### src/hw/rtl/hptd_pkg.sv
// Package for the HID page-turn decoder: operation codes, keycode constants,
// request and result payload types, and the keycode helper functions.
// No dependencies; every other file of the block imports this package.
`default_nettype none

package hptd_pkg;

   // Field widths.
   localparam int FUNC_W  = 3;
   localparam int LEN_W   = 2;
   localparam int BYTE_W  = 8;
   localparam int KEY_W   = 16;
   localparam int COOL_W  = 16;

   // Operation codes carried in the func field.
   localparam logic [FUNC_W-1:0] FUNC_TICK   = 3'd0;
   localparam logic [FUNC_W-1:0] FUNC_REPORT = 3'd1;
   localparam logic [FUNC_W-1:0] FUNC_LEARN  = 3'd2;
   localparam logic [FUNC_W-1:0] FUNC_CANCEL = 3'd3;
   localparam logic [FUNC_W-1:0] FUNC_CLEAR  = 3'd4;
   localparam logic [FUNC_W-1:0] FUNC_LOAD   = 3'd5;

   // Report length codes.
   localparam logic [LEN_W-1:0] LEN_NONE  = 2'd0;
   localparam logic [LEN_W-1:0] LEN_ONE   = 2'd1;
   localparam logic [LEN_W-1:0] LEN_TWO   = 2'd2;
   localparam logic [LEN_W-1:0] LEN_LONG  = 2'd3;

   // Fixed keyboard and consumer-control keycodes.
   localparam logic [KEY_W-1:0] KEY_RIGHT     = 16'h004F;
   localparam logic [KEY_W-1:0] KEY_LEFT      = 16'h0050;
   localparam logic [KEY_W-1:0] KEY_PAGE_UP   = 16'h004B;
   localparam logic [KEY_W-1:0] KEY_PAGE_DOWN = 16'h004E;
   localparam logic [KEY_W-1:0] CONS_NEXT     = 16'h00B5;
   localparam logic [KEY_W-1:0] CONS_PREV     = 16'h00B6;
   localparam logic [KEY_W-1:0] CONS_FASTF    = 16'h00B3;
   localparam logic [KEY_W-1:0] CONS_REWIND   = 16'h00B4;

   localparam logic [COOL_W-1:0] COOLDOWN_RESET = 16'd300;
   localparam logic [KEY_W-1:0]  TICKS_MAX      = 16'hFFFF;

   typedef struct packed {
      logic [FUNC_W-1:0] func;
      logic [LEN_W-1:0]  report_length;
      logic [BYTE_W-1:0] report_byte0;
      logic [BYTE_W-1:0] report_byte1;
      logic [BYTE_W-1:0] report_byte2;
      logic [KEY_W-1:0]  load_back_key;
      logic [KEY_W-1:0]  load_forward_key;
   } req_payload_type;

   typedef struct packed {
      logic             page_back;
      logic             page_forward;
      logic             learn_active;
      logic             learn_done;
      logic [KEY_W-1:0] back_key_now;
      logic [KEY_W-1:0] forward_key_now;
   } rsp_payload_type;

   // Handshake between the input stage and the core.
   typedef struct packed {
      logic valid;
      logic taken;
   } stage_ctrl_type;

   // Extracts the keycode from a report; zero means no key.
   function automatic logic [KEY_W-1:0] report_key(
      input logic [LEN_W-1:0]  len,
      input logic [BYTE_W-1:0] b0,
      input logic [BYTE_W-1:0] b1,
      input logic [BYTE_W-1:0] b2
   );
      logic [KEY_W-1:0] code;
      case (len)
         LEN_LONG: code = {{(KEY_W-BYTE_W){1'b0}}, b2};
         LEN_TWO:  code = {b1, b0};
         LEN_ONE:  code = {{(KEY_W-BYTE_W){1'b0}}, b0};
         default:  code = '0;
      endcase
      return code;
   endfunction

   function automatic logic is_table_forward(input logic [KEY_W-1:0] code);
      return (code == KEY_PAGE_DOWN) || (code == KEY_RIGHT) ||
             (code == CONS_NEXT) || (code == CONS_FASTF);
   endfunction

   function automatic logic is_table_back(input logic [KEY_W-1:0] code);
      return (code == KEY_PAGE_UP) || (code == KEY_LEFT) ||
             (code == CONS_PREV) || (code == CONS_REWIND);
   endfunction

endpackage

`default_nettype wire

### src/hw/rtl/hptd_if.sv
// Request and result channel interfaces of the HID page-turn decoder.
// Depends on hptd_pkg for the payload field widths.
`default_nettype none

interface hptd_req_if import hptd_pkg::*; ();
   logic              valid;
   logic              ready;
   logic [FUNC_W-1:0] func;
   logic [LEN_W-1:0]  report_length;
   logic [BYTE_W-1:0] report_byte0;
   logic [BYTE_W-1:0] report_byte1;
   logic [BYTE_W-1:0] report_byte2;
   logic [KEY_W-1:0]  load_back_key;
   logic [KEY_W-1:0]  load_forward_key;

   modport source (
      output valid, func, report_length, report_byte0, report_byte1, report_byte2,
             load_back_key, load_forward_key,
      input  ready
   );
   modport sink (
      input  valid, func, report_length, report_byte0, report_byte1, report_byte2,
             load_back_key, load_forward_key,
      output ready
   );
endinterface

interface hptd_rsp_if import hptd_pkg::*; ();
   logic             valid;
   logic             ready;
   logic             page_back;
   logic             page_forward;
   logic             learn_active;
   logic             learn_done;
   logic [KEY_W-1:0] back_key_now;
   logic [KEY_W-1:0] forward_key_now;

   modport source (
      output valid, page_back, page_forward, learn_active, learn_done,
             back_key_now, forward_key_now,
      input  ready
   );
   modport sink (
      input  valid, page_back, page_forward, learn_active, learn_done,
             back_key_now, forward_key_now,
      output ready
   );
endinterface

`default_nettype wire

### src/hw/rtl/hid_page_turn_decoder.sv
// HID page-turn decoder top level: cooldown register, input stage and core.
// Depends on hptd_pkg, hptd_if, hptd_in_stage and hptd_core.
//
// Each request is one operation (millisecond tick, HID report, start or
// cancel learn, clear or load keys) and yields exactly one result with the
// page-back and page-forward pulses, learn status and the current learned
// keys. A request passes an input register and is decoded combinationally
// into the result register, so the block accepts one request per clock
// while the result channel is not stalled; the result register and input
// register let a new request enter while an earlier result still waits.
// The cooldown register resets to 300 and must be written only while no
// request is in flight.
`default_nettype none

module hid_page_turn_decoder import hptd_pkg::*; (
   input  wire logic              clock,
   input  wire logic              reset,
   hptd_req_if.sink               req_chan,
   hptd_rsp_if.source             rsp_chan,
   input  wire logic              csr_write_enable,
   input  wire logic [COOL_W-1:0] csr_write_data
);

   logic [COOL_W-1:0] cooldown_ff;
   logic [COOL_W-1:0] cooldown_in;
   req_payload_type   req_payload;
   req_payload_type   stage_payload;
   stage_ctrl_type    stage_ctrl;
   rsp_payload_type   rsp_payload;
   logic              stage_taken;
   logic              req_ready;
   logic              rsp_valid;

   // Cooldown configuration register.
   always_comb begin
      cooldown_in = cooldown_ff;
      if (csr_write_enable) begin
         cooldown_in = csr_write_data;
      end
   end

   always_ff @(posedge clock) begin
      if (reset) begin
         cooldown_ff <= COOLDOWN_RESET;
      end else begin
         cooldown_ff <= cooldown_in;
      end
   end

   // Gather the request fields.
   always_comb begin
      req_payload.func             = req_chan.func;
      req_payload.report_length    = req_chan.report_length;
      req_payload.report_byte0     = req_chan.report_byte0;
      req_payload.report_byte1     = req_chan.report_byte1;
      req_payload.report_byte2     = req_chan.report_byte2;
      req_payload.load_back_key    = req_chan.load_back_key;
      req_payload.load_forward_key = req_chan.load_forward_key;
   end

   hptd_in_stage u_in_stage (
      .clock         (clock),
      .reset         (reset),
      .req_valid     (req_chan.valid),
      .req_ready     (req_ready),
      .req_payload   (req_payload),
      .stage_taken   (stage_taken),
      .stage_ctrl    (stage_ctrl),
      .stage_payload (stage_payload)
   );

   hptd_core u_core (
      .clock       (clock),
      .reset       (reset),
      .stage_ctrl  (stage_ctrl),
      .item        (stage_payload),
      .cooldown    (cooldown_ff),
      .stage_taken (stage_taken),
      .rsp_valid   (rsp_valid),
      .rsp_ready   (rsp_chan.ready),
      .rsp_payload (rsp_payload)
   );

   assign req_chan.ready           = req_ready;
   assign rsp_chan.valid           = rsp_valid;
   assign rsp_chan.page_back       = rsp_payload.page_back;
   assign rsp_chan.page_forward    = rsp_payload.page_forward;
   assign rsp_chan.learn_active    = rsp_payload.learn_active;
   assign rsp_chan.learn_done      = rsp_payload.learn_done;
   assign rsp_chan.back_key_now    = rsp_payload.back_key_now;
   assign rsp_chan.forward_key_now = rsp_payload.forward_key_now;

endmodule

`default_nettype wire

### src/hw/rtl/hptd_in_stage.sv
// Input register of the HID page-turn decoder: holds one request until
// the core takes it. Depends on hptd_pkg.
`default_nettype none

module hptd_in_stage import hptd_pkg::*; (
   input  wire logic            clock,
   input  wire logic            reset,
   input  wire logic            req_valid,
   output      logic            req_ready,
   input  wire req_payload_type req_payload,
   input  wire logic            stage_taken,
   output      stage_ctrl_type  stage_ctrl,
   output      req_payload_type stage_payload
);

   logic            valid_ff;
   logic            valid_in;
   req_payload_type payload_ff;

   // A new request enters when the register is empty or being emptied.
   assign req_ready = !valid_ff || stage_taken;

   always_comb begin
      valid_in = valid_ff;
      if (req_ready) begin
         valid_in = req_valid;
      end
   end

   always_ff @(posedge clock) begin
      if (reset) begin
         valid_ff <= 1'b0;
      end else begin
         valid_ff <= valid_in;
      end
   end

   always_ff @(posedge clock) begin
      if (req_ready && req_valid) begin
         payload_ff <= req_payload;
      end
   end

   assign stage_ctrl.valid = valid_ff;
   assign stage_ctrl.taken = stage_taken;
   assign stage_payload    = payload_ff;

endmodule

`default_nettype wire

### src/hw/rtl/hptd_core.sv
// Decoder core: learn state, learned keys, tick counter and the result
// register, all updated in one pass per request. Depends on hptd_pkg.
`default_nettype none

module hptd_core import hptd_pkg::*; (
   input  wire logic            clock,
   input  wire logic            reset,
   input  wire stage_ctrl_type  stage_ctrl,
   input  wire req_payload_type item,
   input  wire logic [COOL_W-1:0] cooldown,
   output      logic            stage_taken,
   output      logic            rsp_valid,
   input  wire logic            rsp_ready,
   output      rsp_payload_type rsp_payload
);

   logic             learning_ff, learning_in;
   logic             awaiting_ff, awaiting_in;
   logic [KEY_W-1:0] first_ff, first_in;
   logic [KEY_W-1:0] back_key_ff, back_key_in;
   logic [KEY_W-1:0] forward_key_ff, forward_key_in;
   logic [KEY_W-1:0] ticks_ff, ticks_in;
   logic             rsp_valid_ff, rsp_valid_in;
   rsp_payload_type  rsp_ff, rsp_in;
   logic [KEY_W-1:0] code;
   logic             turn_back, turn_forward, done;
   logic             advance;

   // The core takes a request when the result register is free or draining.
   assign advance     = stage_ctrl.valid && (!rsp_valid_ff || rsp_ready);
   assign stage_taken = advance;

   assign code = report_key(item.report_length, item.report_byte0,
                            item.report_byte1, item.report_byte2);

   // Next state and result for the request in the input register.
   always_comb begin
      learning_in    = learning_ff;
      awaiting_in    = awaiting_ff;
      first_in       = first_ff;
      back_key_in    = back_key_ff;
      forward_key_in = forward_key_ff;
      ticks_in       = ticks_ff;
      turn_back      = 1'b0;
      turn_forward   = 1'b0;
      done           = 1'b0;
      case (item.func)
         FUNC_TICK: begin
            if (ticks_ff != TICKS_MAX) begin
               ticks_in = ticks_ff + 1'b1;
            end
         end
         FUNC_REPORT: begin
            if (code != '0) begin
               if (learning_ff) begin
                  if (!awaiting_ff) begin
                     first_in    = code;
                     awaiting_in = 1'b1;
                  end else if (code != first_ff) begin
                     back_key_in    = first_ff;
                     forward_key_in = code;
                     learning_in    = 1'b0;
                     awaiting_in    = 1'b0;
                     done           = 1'b1;
                  end
               end else if (ticks_ff >= cooldown) begin
                  // Learned keys win over the fixed table.
                  if (back_key_ff != '0 && code == back_key_ff) begin
                     turn_back = 1'b1;
                  end else if (forward_key_ff != '0 && code == forward_key_ff) begin
                     turn_forward = 1'b1;
                  end else if (is_table_forward(code)) begin
                     turn_forward = 1'b1;
                  end else if (is_table_back(code)) begin
                     turn_back = 1'b1;
                  end
                  if (turn_back || turn_forward) begin
                     ticks_in = '0;
                  end
               end
            end
         end
         FUNC_LEARN: begin
            learning_in = 1'b1;
            awaiting_in = 1'b0;
            first_in    = '0;
         end
         FUNC_CANCEL: begin
            learning_in = 1'b0;
            awaiting_in = 1'b0;
            first_in    = '0;
         end
         FUNC_CLEAR: begin
            back_key_in    = '0;
            forward_key_in = '0;
         end
         FUNC_LOAD: begin
            back_key_in    = item.load_back_key;
            forward_key_in = item.load_forward_key;
         end
         default: begin
         end
      endcase

      rsp_in.page_back       = turn_back;
      rsp_in.page_forward    = turn_forward;
      rsp_in.learn_active    = learning_in;
      rsp_in.learn_done      = done;
      rsp_in.back_key_now    = back_key_in;
      rsp_in.forward_key_now = forward_key_in;
   end

   // Result valid: set by a taken request, cleared when the result leaves.
   always_comb begin
      rsp_valid_in = rsp_valid_ff;
      if (advance) begin
         rsp_valid_in = 1'b1;
      end else if (rsp_ready) begin
         rsp_valid_in = 1'b0;
      end
   end

   always_ff @(posedge clock) begin
      if (reset) begin
         learning_ff    <= 1'b0;
         awaiting_ff    <= 1'b0;
         first_ff       <= '0;
         back_key_ff    <= '0;
         forward_key_ff <= '0;
         ticks_ff       <= '0;
         rsp_valid_ff   <= 1'b0;
      end else begin
         rsp_valid_ff <= rsp_valid_in;
         if (advance) begin
            learning_ff    <= learning_in;
            awaiting_ff    <= awaiting_in;
            first_ff       <= first_in;
            back_key_ff    <= back_key_in;
            forward_key_ff <= forward_key_in;
            ticks_ff       <= ticks_in;
         end
      end
   end

   always_ff @(posedge clock) begin
      if (advance) begin
         rsp_ff <= rsp_in;
      end
   end

   assign rsp_valid   = rsp_valid_ff;
   assign rsp_payload = rsp_ff;

   // Only one direction per result.
   assert property (@(posedge clock) disable iff (reset)
      rsp_valid_ff |-> !(rsp_ff.page_back && rsp_ff.page_forward))
      else $error("both page directions in one result");

   // Reports during learn mode never turn pages.
   assert property (@(posedge clock) disable iff (reset)
      rsp_valid_ff && rsp_ff.learn_active |-> !rsp_ff.page_back && !rsp_ff.page_forward)
      else $error("page turn while learning");

   // A completed learn leaves two distinct nonzero keys and ends learn mode.
   assert property (@(posedge clock) disable iff (reset)
      rsp_valid_ff && rsp_ff.learn_done |->
         !rsp_ff.learn_active && rsp_ff.back_key_now != '0 &&
         rsp_ff.forward_key_now != '0 &&
         rsp_ff.back_key_now != rsp_ff.forward_key_now)
      else $error("bad learn completion");

   // An issued page turn restarts the cooldown count.
   assert property (@(posedge clock) disable iff (reset)
      advance && (turn_back || turn_forward) |=> ticks_ff == '0)
      else $error("tick counter not cleared after page turn");

endmodule

`default_nettype wire
### src/flat_wrapper.sv
// flat-port wrapper written by rule: the top's interface ports become plain ports
module hid_page_turn_decoder_flat import hptd_pkg::*;
  (clock, reset, csr_write_enable, csr_write_data, req_chan_valid, req_chan_func, req_chan_report_length, req_chan_report_byte0, req_chan_report_byte1, req_chan_report_byte2, req_chan_load_back_key, req_chan_load_forward_key, req_chan_ready, rsp_chan_valid, rsp_chan_page_back, rsp_chan_page_forward, rsp_chan_learn_active, rsp_chan_learn_done, rsp_chan_back_key_now, rsp_chan_forward_key_now, rsp_chan_ready);
  hptd_req_if req_chan_i ();
  hptd_rsp_if rsp_chan_i ();
  input  wire logic clock;
  input  wire logic reset;
  input  wire logic csr_write_enable;
  input  wire logic [COOL_W-1:0] csr_write_data;
  input wire logic [$bits(req_chan_i.valid)-1:0] req_chan_valid;
  input wire logic [$bits(req_chan_i.func)-1:0] req_chan_func;
  input wire logic [$bits(req_chan_i.report_length)-1:0] req_chan_report_length;
  input wire logic [$bits(req_chan_i.report_byte0)-1:0] req_chan_report_byte0;
  input wire logic [$bits(req_chan_i.report_byte1)-1:0] req_chan_report_byte1;
  input wire logic [$bits(req_chan_i.report_byte2)-1:0] req_chan_report_byte2;
  input wire logic [$bits(req_chan_i.load_back_key)-1:0] req_chan_load_back_key;
  input wire logic [$bits(req_chan_i.load_forward_key)-1:0] req_chan_load_forward_key;
  output wire logic [$bits(req_chan_i.ready)-1:0] req_chan_ready;
  output wire logic [$bits(rsp_chan_i.valid)-1:0] rsp_chan_valid;
  output wire logic [$bits(rsp_chan_i.page_back)-1:0] rsp_chan_page_back;
  output wire logic [$bits(rsp_chan_i.page_forward)-1:0] rsp_chan_page_forward;
  output wire logic [$bits(rsp_chan_i.learn_active)-1:0] rsp_chan_learn_active;
  output wire logic [$bits(rsp_chan_i.learn_done)-1:0] rsp_chan_learn_done;
  output wire logic [$bits(rsp_chan_i.back_key_now)-1:0] rsp_chan_back_key_now;
  output wire logic [$bits(rsp_chan_i.forward_key_now)-1:0] rsp_chan_forward_key_now;
  input wire logic [$bits(rsp_chan_i.ready)-1:0] rsp_chan_ready;
  assign req_chan_i.valid = req_chan_valid;
  assign req_chan_i.func = req_chan_func;
  assign req_chan_i.report_length = req_chan_report_length;
  assign req_chan_i.report_byte0 = req_chan_report_byte0;
  assign req_chan_i.report_byte1 = req_chan_report_byte1;
  assign req_chan_i.report_byte2 = req_chan_report_byte2;
  assign req_chan_i.load_back_key = req_chan_load_back_key;
  assign req_chan_i.load_forward_key = req_chan_load_forward_key;
  assign req_chan_ready = req_chan_i.ready;
  assign rsp_chan_valid = rsp_chan_i.valid;
  assign rsp_chan_page_back = rsp_chan_i.page_back;
  assign rsp_chan_page_forward = rsp_chan_i.page_forward;
  assign rsp_chan_learn_active = rsp_chan_i.learn_active;
  assign rsp_chan_learn_done = rsp_chan_i.learn_done;
  assign rsp_chan_back_key_now = rsp_chan_i.back_key_now;
  assign rsp_chan_forward_key_now = rsp_chan_i.forward_key_now;
  assign rsp_chan_i.ready = rsp_chan_ready;
  hid_page_turn_decoder u_core (.clock(clock), .reset(reset), .req_chan(req_chan_i), .rsp_chan(rsp_chan_i), .csr_write_enable(csr_write_enable), .csr_write_data(csr_write_data));
endmodule
### config.mk
export PLATFORM = sky130hd
export DESIGN_NAME = hid_page_turn_decoder_flat
export DESIGN_NICKNAME = d
export VERILOG_FILES = /design/src/hw/rtl/hptd_pkg.sv /design/src/hw/rtl/hptd_if.sv /design/src/hw/rtl/hid_page_turn_decoder.sv /design/src/hw/rtl/hptd_in_stage.sv /design/src/hw/rtl/hptd_core.sv /design/src/flat_wrapper.sv
export SDC_FILE = /design/constraint.sdc
export NUM_CORES = 1
export LEC_CHECK = 0
export ABC_AREA = 1
export BUFFER_PORTS_ARGS = -buffer_cell sky130_fd_sc_hd__buf_2
export CORE_ASPECT_RATIO = 1.2
export CORE_MARGIN = 3
export CORE_UTILIZATION = 53
export DETAILED_ROUTE_END_ITERATION = 12
export MAX_ROUTING_LAYER = met4
export PLACE_DENSITY = 0.88
export SETUP_SLACK_MARGIN = 0.15
export SLEW_MARGIN = 25
export SYNTH_ARGS = -nofsm -noshare
export SYNTH_HDL_FRONTEND = slang
export SYNTH_SLANG_ARGS = --single-unit
### constraint.sdc
create_clock -name clock -period 3.25 [get_ports clock]
set_clock_uncertainty 0.1 [all_clocks]
set_input_delay 0.975 -clock clock [delete_from_list [all_inputs] [get_ports clock]]
set_output_delay 0.975 -clock clock [all_outputs]
set_load 0.02 [all_outputs]
==> results.toml, run 1 <==
[run_status]
status = "completed"

[placed_design]
place_ws_ps = 371
hpwl_um = 19700
gp_congestion = 1.03
portBuffers = 119

[cts]
cts_hold_buf = 0
cts_tree = "done"
cts-root-buf = "clkbuf_16"
numCtsBuffers = 17
clock_path_buffers = 2
cts.htree.levels = 4
cts.sinks = 181
clk_pin_slew_ps = 70
insertion_delay_ps = 450

[worst_setup_path]
crit_path_start_kind = "register"
arrival_ps = 3030
crit_slowest_cell = "edfxtp_1"
r2r_cells = 11
crit_path_start = "u_core.u_in_stage.stage_payload[57]"
crit_top_cell = "nand3_1"
critical-path-max-stage-delay_ps = 510
critPathCaptureType = "register"
r2r_start = "u_core.u_in_stage.stage_payload[57]"
ff2ff_setup_slack_ps = 320
path_cells = "buf_4 > nand3_1 > xor2_1 > inv_1 > nand4_1 > nor2_1 > nand3_2 > nand3_4 > nand2_1 > nand3_1 > nand3_1"
critical_path.top_delay_family = "simple AND/OR/NAND/NOR gates"
path_max_fanout = 16
crit_required_ps = 3340
path_buf_inv = 2
critical_path_class = "reg -> reg"
rr_endpoint = "u_core.u_core.rsp_payload[8]"

[route]
vias = 9279
firstDrtPassIters = 7
wl_per_cell_um = 17.3
drtAntennaViolNets = 0
drt_wl_total_um = 27500
drc = 0
viasPerCell = 5.84
drtIter0Drc = 868

[synth]
synth_top_family_by_area = "simple AND/OR/NAND/NOR gates"
synth_mux_area_share_pct = 0
yosysWarnings = 0
netlist_instances = 1248
yosysUniqueCellTypes = 38
synth_seq_cells = 181
synthXorXnorAreaFrac_pct = 1.87
synthAdderAreaFrac_pct = 2.16
synth_compound_area_share_pct = 7.09
synthSimpleGateAreaFrac_pct = 33.2
synth_fp_nets = 1347
netlist_area_um2 = 9840
syn_avg_cell_area_um2 = 7.88
yosysSeqAreaShare_pct = 46.7

[final_layout]
num-fill-cells = 1492
final_util_pct = 63.2
drive_gt1_share_pct = 16.4
syn_to_final_growth_pct = 14.6
fin_nets = 1456
diodes = 0

[timing]
fmax_ghz = 0.341
post-route-period-util_pct = 90.2
rsz0062_at_grt = "no"
finalSetupViolCount = 0
fin_crit_ps = 2930
fin_tns_setup_ps = 0
tightestPinTransition_ps = 833
fin_ws_ps = 318
hold_viol = 0
drv_slew = 0
slew_headroom_pct = 44.4

[die]
die_h_um = 155
rows = 53
start_util_pct = 55.1
dieArea_um2 = 20200
dieWidth_um = 130
boundaryPins = 120
coreArea_um2 = 17800

[worst_hold_path]
min_to = "u_core.cooldown_ff[3]"
holdCritPathClass = "reg -> reg"
hp-start = "u_core.cooldown_ff[3]"
holdPathStages = 2

[pwr]
power.density_nw_per_um2 = 496
vdd_ir_drop_max_v = 0.000418
p_leak_uw = 0.00516

[grt]
antenna_found_initial = 0
grt_overflow = 0
grtUsageTotal_pct = 28.2
grt_pass1_vias = 8885
grt_first_pass_wirelength_um = 43500
grt_max_degree = 62

[run]
cap_violations = 0
## metrics by stage
stage / cells / hold WS [ps] / power [uW] / instance area [um2]
after global routing: 1590 / 384 / 5800 / 11300
after detailed placement: 1554 / 356 / 3440 / 10600
after CTS: 1586 / 366 / 5590 / 11200
final: 1590 / 363 / 5600 / 11300
after global placement: 1554 / 350 / 3420 / 10600
after floorplan: 1248 / 333 / 3190 / 9840
## metal layers
metal	wire [um]	share of wire [%]	global-route usage (%)
met1	10300	38	31.9
met2	13800	50	47.3
met3	1860	6.7	4.53
met4	1510	5.5	15.2
met5	0	0	-
## sequential cells by signal, summed over array words and instances (netlist names)
signal and flops:
u_core.cooldown_ff 16, u_core.u_core.learning_ff 1, u_core.u_in_stage.stage_payload 61, u_core.u_core.forward_key_ff 16, u_core.u_core.ticks_ff 16, u_core.u_core.back_key_ff 16
u_core.u_core.awaiting_ff 1, u_core.u_core.rsp_valid 1, u_core.u_in_stage.valid_ff 1, u_core.u_core.first_ff 16, u_core.u_core.rsp_payload 36
## where the power goes
part / total, uW / internal [uW] / leakage, uW / switching (uW)
sequential: 2620 / 2550 / 0.00163 / 75.4
combinational: 794 / 258 / 0.00322 / 536
clock: 2180 / 1250 / 0.000310 / 928
## worst max path at each step
| stage | slack [ps] | to | depth (start not counted) |
|---|---|---|---|
| after floorplan | 210 | u_core.u_in_stage.stage_payload[0] | 4 |
| after global placement | 430 | u_core.u_core.rsp_payload[17] | 11 |
| after detailed placement | 370 | u_core.u_core.ticks_ff[14] | 15 |
| after CTS | 330 | u_core.u_core.ticks_ff[14] | 15 |
| after global routing | 150 | u_core.u_core.back_key_ff[4] | 13 |
| final | 320 | u_core.u_core.rsp_payload[8] | 11 |
## layout by cell type, fill, tap and decap left out, drive strengths merged
cell type | netlist | layout
clkinvlp | 0 | 1
clkinv | 0 | 4
dfxtp | 84 | 84
ha | 17 | 17
o21ai | 34 | 34
nor3 | 10 | 10
clkbuf | 29 | 22
bufinv | 0 | 1
a21oi | 97 | 97
inv | 151 | 155
nand3 | 137 | 138
o211ai | 1 | 1
o41ai | 1 | 1
xnor2 | 3 | 3
nor3b | 2 | 2
edfxtp | 97 | 97
nor2 | 108 | 108
buf | 27 | 145
a31o | 1 | 1
xor2 | 18 | 18
nor4 | 4 | 4
nand4 | 101 | 101
nand2 | 325 | 325
a211o | 1 | 1
## kinds of logic (layout without fill, tap and decap cells)
family | after synthesis | count (layout)
buffers and inverters | 207 | 328
AOI/OAI and AO/OA | 135 | 135
DFF | 181 | 181
and+or+nand+nor | 687 | 688
xor gates and xnor gates | 21 | 21
adders and majority gates | 17 | 17
## cell usage after synthesis, drive strengths merged
library cell  count  area (um2)
o41ai             1        8.76
ha               17         213
buf              27         199
a211o             1        8.76
dfxtp            84        1680
edfxtp           97        2910
a21oi            97         489
nand4           101         638
nor2            108         458
nor3b             2        15.0
nand2           325        1270
nor3             10        50.1
o21ai            34         174
xnor2             3        26.3
clkbuf           29         109
a31o              1        8.76
xor2             18         158
o211ai            1        7.51
inv             151         572
nor4              4        25.0
nand3           137         813
## area by class of cell
type | count | area, um2 | share of cell area [%]
clock buffers | 22 | 529 | 4.69
clock inverters | 10 | 103 | 0.910
flip-flops and latches | 181 | 4590 | 40.8
inverters | 151 | 572 | 5.07
repair buffers | 145 | 803 | 7.12
well taps | 220 | 275 | 2.44
multi-input cells | 861 | 4400 | 39.0
## what timing repair did
action / 4_1_cts / 5_1_grt
setup buffers: 0 / 3
hold endpoints to repair: 0 / 0
gates resized for setup: 0 / 2
setup endpoints to repair: 0 / 96
## worst reg2reg max path: cells and delay by family (launching register included)
kind / cells / cell delay [ps]
AND/OR/NAND/NOR: 8 / 1490
flip-flops: 1 / 510
buffers and inverters: 2 / 330
XOR/XNOR: 1 / 240
No activity file was read; power rests on OpenSTA's default activity.
==> run 2, diff against run 1 <==
BUFFER_PORTS_ARGS = default   (was -buffer_cell sky130_fd_sc_hd__buf_2)
CORE_UTILIZATION = 58   (was 53)
DONT_BUFFER_PORTS = 1   (was default)
PLACE_DENSITY = 0.87   (was 0.88)
==> results.toml, run 2 (synthesis results as in run 1) <==
[cts]
insertion_delay_ps = 450
cts.htree.levels = 4
numCtsBuffers = 17
clk_pin_slew_ps = 70
cts-root-buf = "clkbuf_16"
cts.sinks = 181
cts_tree = "done"
clock_path_buffers = 2
cts_hold_buf = 0

[grt]
grt_pass1_vias = 8334
grt_first_pass_wirelength_um = 42100
antenna_found_initial = 1
grtUsageTotal_pct = 29.1
grt_overflow = 0
grt_max_degree = 62

[final_layout]
num-fill-cells = 1321
layout_common_cells = "nand2_1 (315), inv_1 (145), nand3_1 (119), nand4_1 (100)"
fin_nets = 1333
largest_register_ff_count = 61
syn_to_final_growth_pct = 7.85
seqCellArea_um2 = 4590
multiInputGateArea_um2 = 4420
final_util_pct = 64.7
final_common_cell = "nand2_1"
drive_gt1_share_pct = 8.42

[worst_setup_path]
arrival_ps = 3210
path_cells = "buf_4 > nor2_4 > nand2_1 > nand2_1 > nor2_2 > nand2_2 > nor2_4 > nand4_2 > nand2_1 > inv_2 > buf_4 > nand4_1 > nand3_1 > nand4_1 > nand2_1 > inv_1"
crit_slowest_cell = "edfxtp_1"
critical_path.top_delay_family = "simple AND/OR/NAND/NOR gates"
path_buf_inv = 4
crit_top_cell = "nand2_1"
crit_required_ps = 3490
critical-path-max-stage-delay_ps = 550
critical_path_class = "reg -> reg"
crit_path_start_kind = "register"
path_max_fanout = 23
critPathCaptureType = "register"

[route]
drc = 0
wirelength_met1_um = 10200
vias = 8767
drtAntennaViolNets = 0
viasPerCell = 6.00
drtIter0Drc = 1202
drt_wl_total_um = 26500
firstDrtPassIters = 8
wl_met3_um = 2140
wl_per_cell_um = 18.1
dr_wl_met2_um = 13000
routed.top_layer = "met4"

[timing]
tightestPinTransition_ps = 881
hold_viol = 0
fin_crit_ps = 2980
fmax_ghz = 0.336
rsz0062_at_grt = "no"
finalSetupViolCount = 0
post-route-period-util_pct = 91.6
slew_headroom_pct = 41.2
fin_tns_setup_ps = 0
drv_slew = 0

[die]
rows = 51
boundaryPins = 120
dieWidth_um = 125
dieArea_um2 = 18600
start_util_pct = 60.0
coreArea_um2 = 16400
die_h_um = 149

[run_status]
status = "completed"

[pwr]
power.switching_uw = 1530
power.density_nw_per_um2 = 502
p_int_uw = 3800
pwr-share-clk_pct = 37.5
vdd_ir_drop_max_v = 0.000373
netSwitchingFraction_pct = 28.7
sequentialPowerShare_pct = 50.0
pwr-share-comb_pct = 12.6
total_power_uw = 5330
p_leak_uw = 0.00465

[worst_hold_path]
holdCritPathClass = "reg -> reg"

[placed_design]
hpwl_um = 18600
portBuffers = 0
gp_congestion = 1.04

[run]
cap_violations = 0
==> run 2: path summary, 6_finish.rpt <==
path,from,to,slack [ps],cells after the start
max reg2reg,u_core.u_in_stage.stage_payload[56],u_core.u_core.forward_key_ff[7],270,16
min reg2reg,u_core.cooldown_ff[10],u_core.cooldown_ff[10],360,2
max,u_core.u_in_stage.stage_payload[56],u_core.u_core.forward_key_ff[7],270,16
min,u_core.cooldown_ff[10],u_core.cooldown_ff[10],360,2
==> run 2: power by group through the flow <==
| stage | sequential (uW) | clock (uW) | combinational (uW) |
|---|---|---|---|
| final | 2660 | 2000 | 670 |
| after global routing | 2670 | 2100 | 751 |
| after CTS | 2660 | 2010 | 653 |
| after detailed placement | 2710 | 0 | 649 |
| after global placement | 2710 | 0 | 636 |
| after floorplan | 2680 | 0 | 516 |
==> run 2: area by class of cell <==
class / instances / share of cell area (%)
Antenna cell: 1 / 0.0236
Inverter: 151 / 5.39
Clock inverter: 14 / 1.09
Multi-Input combinational cell: 861 / 41.6
Timing Repair Buffer: 22 / 1.79
Sequential cell: 181 / 43.3
Clock buffer: 18 / 4.25
Tap cell: 212 / 2.50
==> run 2: per-layer routing <==
| layer | vias to the layer above | global-route usage, % |
|---|---|---|
| li1 | 4178 | - |
| met1 | 4017 | 34.7 |
| met2 | 485 | 48.2 |
| met3 | 87 | 5.35 |
| met4 | 0 | 13.7 |
| met5 | - | - |
==> run 2: stage by stage <==
step                std cells  instance area (um2)  setup WS, ps  hold WS (ps)
detailed placement       1424                 9980           260           359
global placement         1424                 9980           368           350
finish                   1460                10600           272           365
global route             1460                10600           158           392
CTS                      1456                10500           223           369
floorplan                1248                 9840           209           333
==> run 2: repair_timing <==
action	in CTS	in global routing
setup endpoints to repair	0	93
setup buffers	0	2
resized for setup	0	6
==> run 2: worst register-to-register path, delay by kind of cell (launching register included) <==
family | cells | cell delay, ps
buffers and inverters | 4 | 710
flip-flops | 1 | 550
AND/OR/NAND/NOR | 12 | 1510
==> run 3, diff against run 2 <==
ABC_AREA = default   (was 1)
BUFFER_PORTS_ARGS = -buffer_cell sky130_fd_sc_hd__buf_2   (was default)
CORE_UTILIZATION = 52   (was 58)
DONT_BUFFER_PORTS = default   (was 1)
==> results.toml, run 3 <==
[run_status]
status = "completed"

[synth]
synth_seq_cells = 181
synth_top_area_share_pct = 32.7
syn_avg_cell_area_um2 = 10.2
netlist_instances = 877
yosysSeqAreaShare_pct = 51.5
synth_flop_cell = "edfxtp_1"
yosysUniqueCellTypes = 75
netlist_area_um2 = 8920
yosysMostFrequentCell = "edfxtp_1"
synth_edf_count = 97
synthTopCellsByArea = "edfxtp_1 (33%), dfxtp_1 (19%), nand2_1 (4.0%)"
synth.top_cells.by_count = "edfxtp_1 (97), nand2_1 (94), dfxtp_1 (84)"
yosysTopAreaCell = "edfxtp_1"
synth_fp_nets = 976
async_reset_ff_share_pct = 0
yosysWarnings = 0

[die]
die_h_um = 149
coreArea_um2 = 16500
boundaryPins = 120
dieWidth_um = 126
rows = 51
start_util_pct = 54.0
dieArea_um2 = 18800

[grt]
grt_first_pass_wirelength_um = 44700
grt_max_degree = 62
grt_pass1_vias = 8096
grtUsageTotal_pct = 31.2
antenna_found_initial = 0
grt_overflow = 0

[route]
viasPerCell = 6.26
vias = 8346
wl_per_cell_um = 22.2
firstDrtPassIters = 6
drc = 0
drt_wl_total_um = 29600
drtAntennaViolNets = 0
drtIter0Drc = 831

[worst_setup_path]
path_buf_inv = 6
critPathCaptureType = "register"
crit_path_start_kind = "register"
critical_path_class = "reg -> reg"
crit_required_ps = 3470
arrival_ps = 3420
critical-path-max-stage-delay_ps = 570
crit_slowest_cell = "or4_4"
r2r_cells = 14
path_cells = "buf_12 > buf_12 > mux2_4 > buf_6 > nand2_1 > o22ai_1 > or4_4 > nor4_4 > buf_6 > buf_4 > nor3_4 > buf_4 > o31ai_2 > a21oi_2"
path_max_fanout = 8
critical_path.top_delay_family = "buffers and inverters"
path_depth = 14

[final_layout]
syn_to_final_growth_pct = 35.1
final_common_cell = "buf_4"
final_cells = 1333
drive_gt1_share_pct = 36.1
diodes = 0
layout_common_cells = "buf_4 (123), buf_2 (119), edfxtp_1 (97), nand2_1 (91), dfxtp_1 (84)"
final_util_pct = 72.9
fin_nets = 1207
largest_register_ff_count = 61

[pwr]
p_leak_uw = 0.00488
p_int_uw = 3940
power.switching_uw = 1480
netSwitchingFraction_pct = 27.4
vdd_ir_drop_max_v = 0.000394
power.density_nw_per_um2 = 450
pwr-share-clk_pct = 39.0
sequentialPowerShare_pct = 47.3
pwr-share-comb_pct = 13.7

[cts]
clock_path_buffers = 2
cts.htree.levels = 4
cts_hold_buf = 0
cts.sinks = 181
insertion_delay_ps = 440
cts-root-buf = "clkbuf_16"
numCtsBuffers = 17
clk_pin_slew_ps = 70
cts_tree = "done"

[timing]
hold_viol = 0
tightestPinTransition_ps = 992
post-route-period-util_pct = 98.6
fin_crit_ps = 3200
rsz0062_at_grt = "yes"
fin_ws_ps = 45.6
worst_hold_slack_ps = 400
finalSetupViolCount = 0
fmax_ghz = 0.312
fin_tns_setup_ps = 0
drv_slew = 0
slew_headroom_pct = 33.8

[worst_hold_path]
holdPathStages = 2
holdCritPathClass = "reg -> reg"

[placed_design]
place_ws_ps = -208
portBuffers = 119
hpwl_um = 20300
post-place-cells = 1261
gp_congestion = 1.04

[run]
cap_violations = 0
==> run 3: per-stage QoR <==
step	power [uW]	area [um2]
6_report	5430	12000
5_1_grt	5600	12000
4_1_cts	5360	11500
3_5_place_dp	3230	10500
3_3_place_gp	3220	10400
2_1_floorplan	2930	8940
==> run 3: cells by family (layout without fill, tap and decap cells) <==
| logic type | after synthesis | count (layout) | synth area share, % |
|---|---|---|---|
| AOI/OAI and AO/OA | 236 | 236 | 19.3 |
| adders and majority gates | 17 | 17 | 2.39 |
| and+or+nand+nor | 299 | 302 | 17.3 |
| DFF | 181 | 181 | 51.5 |
| muxes | 24 | 24 | 2.79 |
| buffers and inverters | 98 | 339 | 4.57 |
| xor gates and xnor gates | 22 | 22 | 2.16 |
==> run 3: metal layers <==
metal | vias to the layer above | part of all wire (%) | wire length [um] | global-route usage [%]
met5 | - | 0 | 0 | -
met4 | 0 | 3.8 | 1120 | 11.6
met3 | 101 | 6.9 | 2030 | 4.93
met2 | 446 | 50 | 14800 | 53.2
met1 | 4008 | 39 | 11600 | 37.7
li1 | 3791 | - | - | -
==> run 3: timing repair <==
action / CTS / global route
cloned: 4 / 4
hold endpoints to repair: 0 / 0
gates resized for setup: 43 / 84
endpoints found under the setup margin: 97 / 98
pin swaps: 11 / 41
setup buffers: 15 / 17
==> run 3: power by group through the flow <==
stage	Sequential (uW)	Combinational, uW	Clock (uW)
after floorplan	2620	311	0
after CTS	2560	668	2130
after global placement	2610	606	0
after detailed placement	2610	615	0
final	2570	744	2110
after global routing	2580	791	2240
==> run 3: final timing paths <==
kind	from	endpoint	slack [ps]
max reg2reg	u_core.u_in_stage.stage_payload[56]	u_core.u_core.ticks_ff[8]	50
min reg2reg	u_core.cooldown_ff[15]	u_core.cooldown_ff[15]	400
min	u_core.cooldown_ff[15]	u_core.cooldown_ff[15]	400
max	u_core.u_in_stage.stage_payload[56]	u_core.u_core.ticks_ff[8]	50
==> run 3: worst reg2reg max path, delay by kind of cell, from the launching register on <==
family          cells  cell delay [ps]
simple gates        4              890
buf+inv             6              900
flops               1              440
compound gates      3              430
mux                 1              330
==> run 3: final cells by class <==
| cell class | count | area, um2 |
|---|---|---|
| flip-flops and latches | 181 | 4590 |
| well taps | 212 | 265 |
| multi-input cells | 601 | 4510 |
| clock buffers | 17 | 425 |
| fillers | 1162 | 4480 |
| inverters | 39 | 151 |
| repair buffers | 268 | 1920 |
| clock inverters | 15 | 183 |
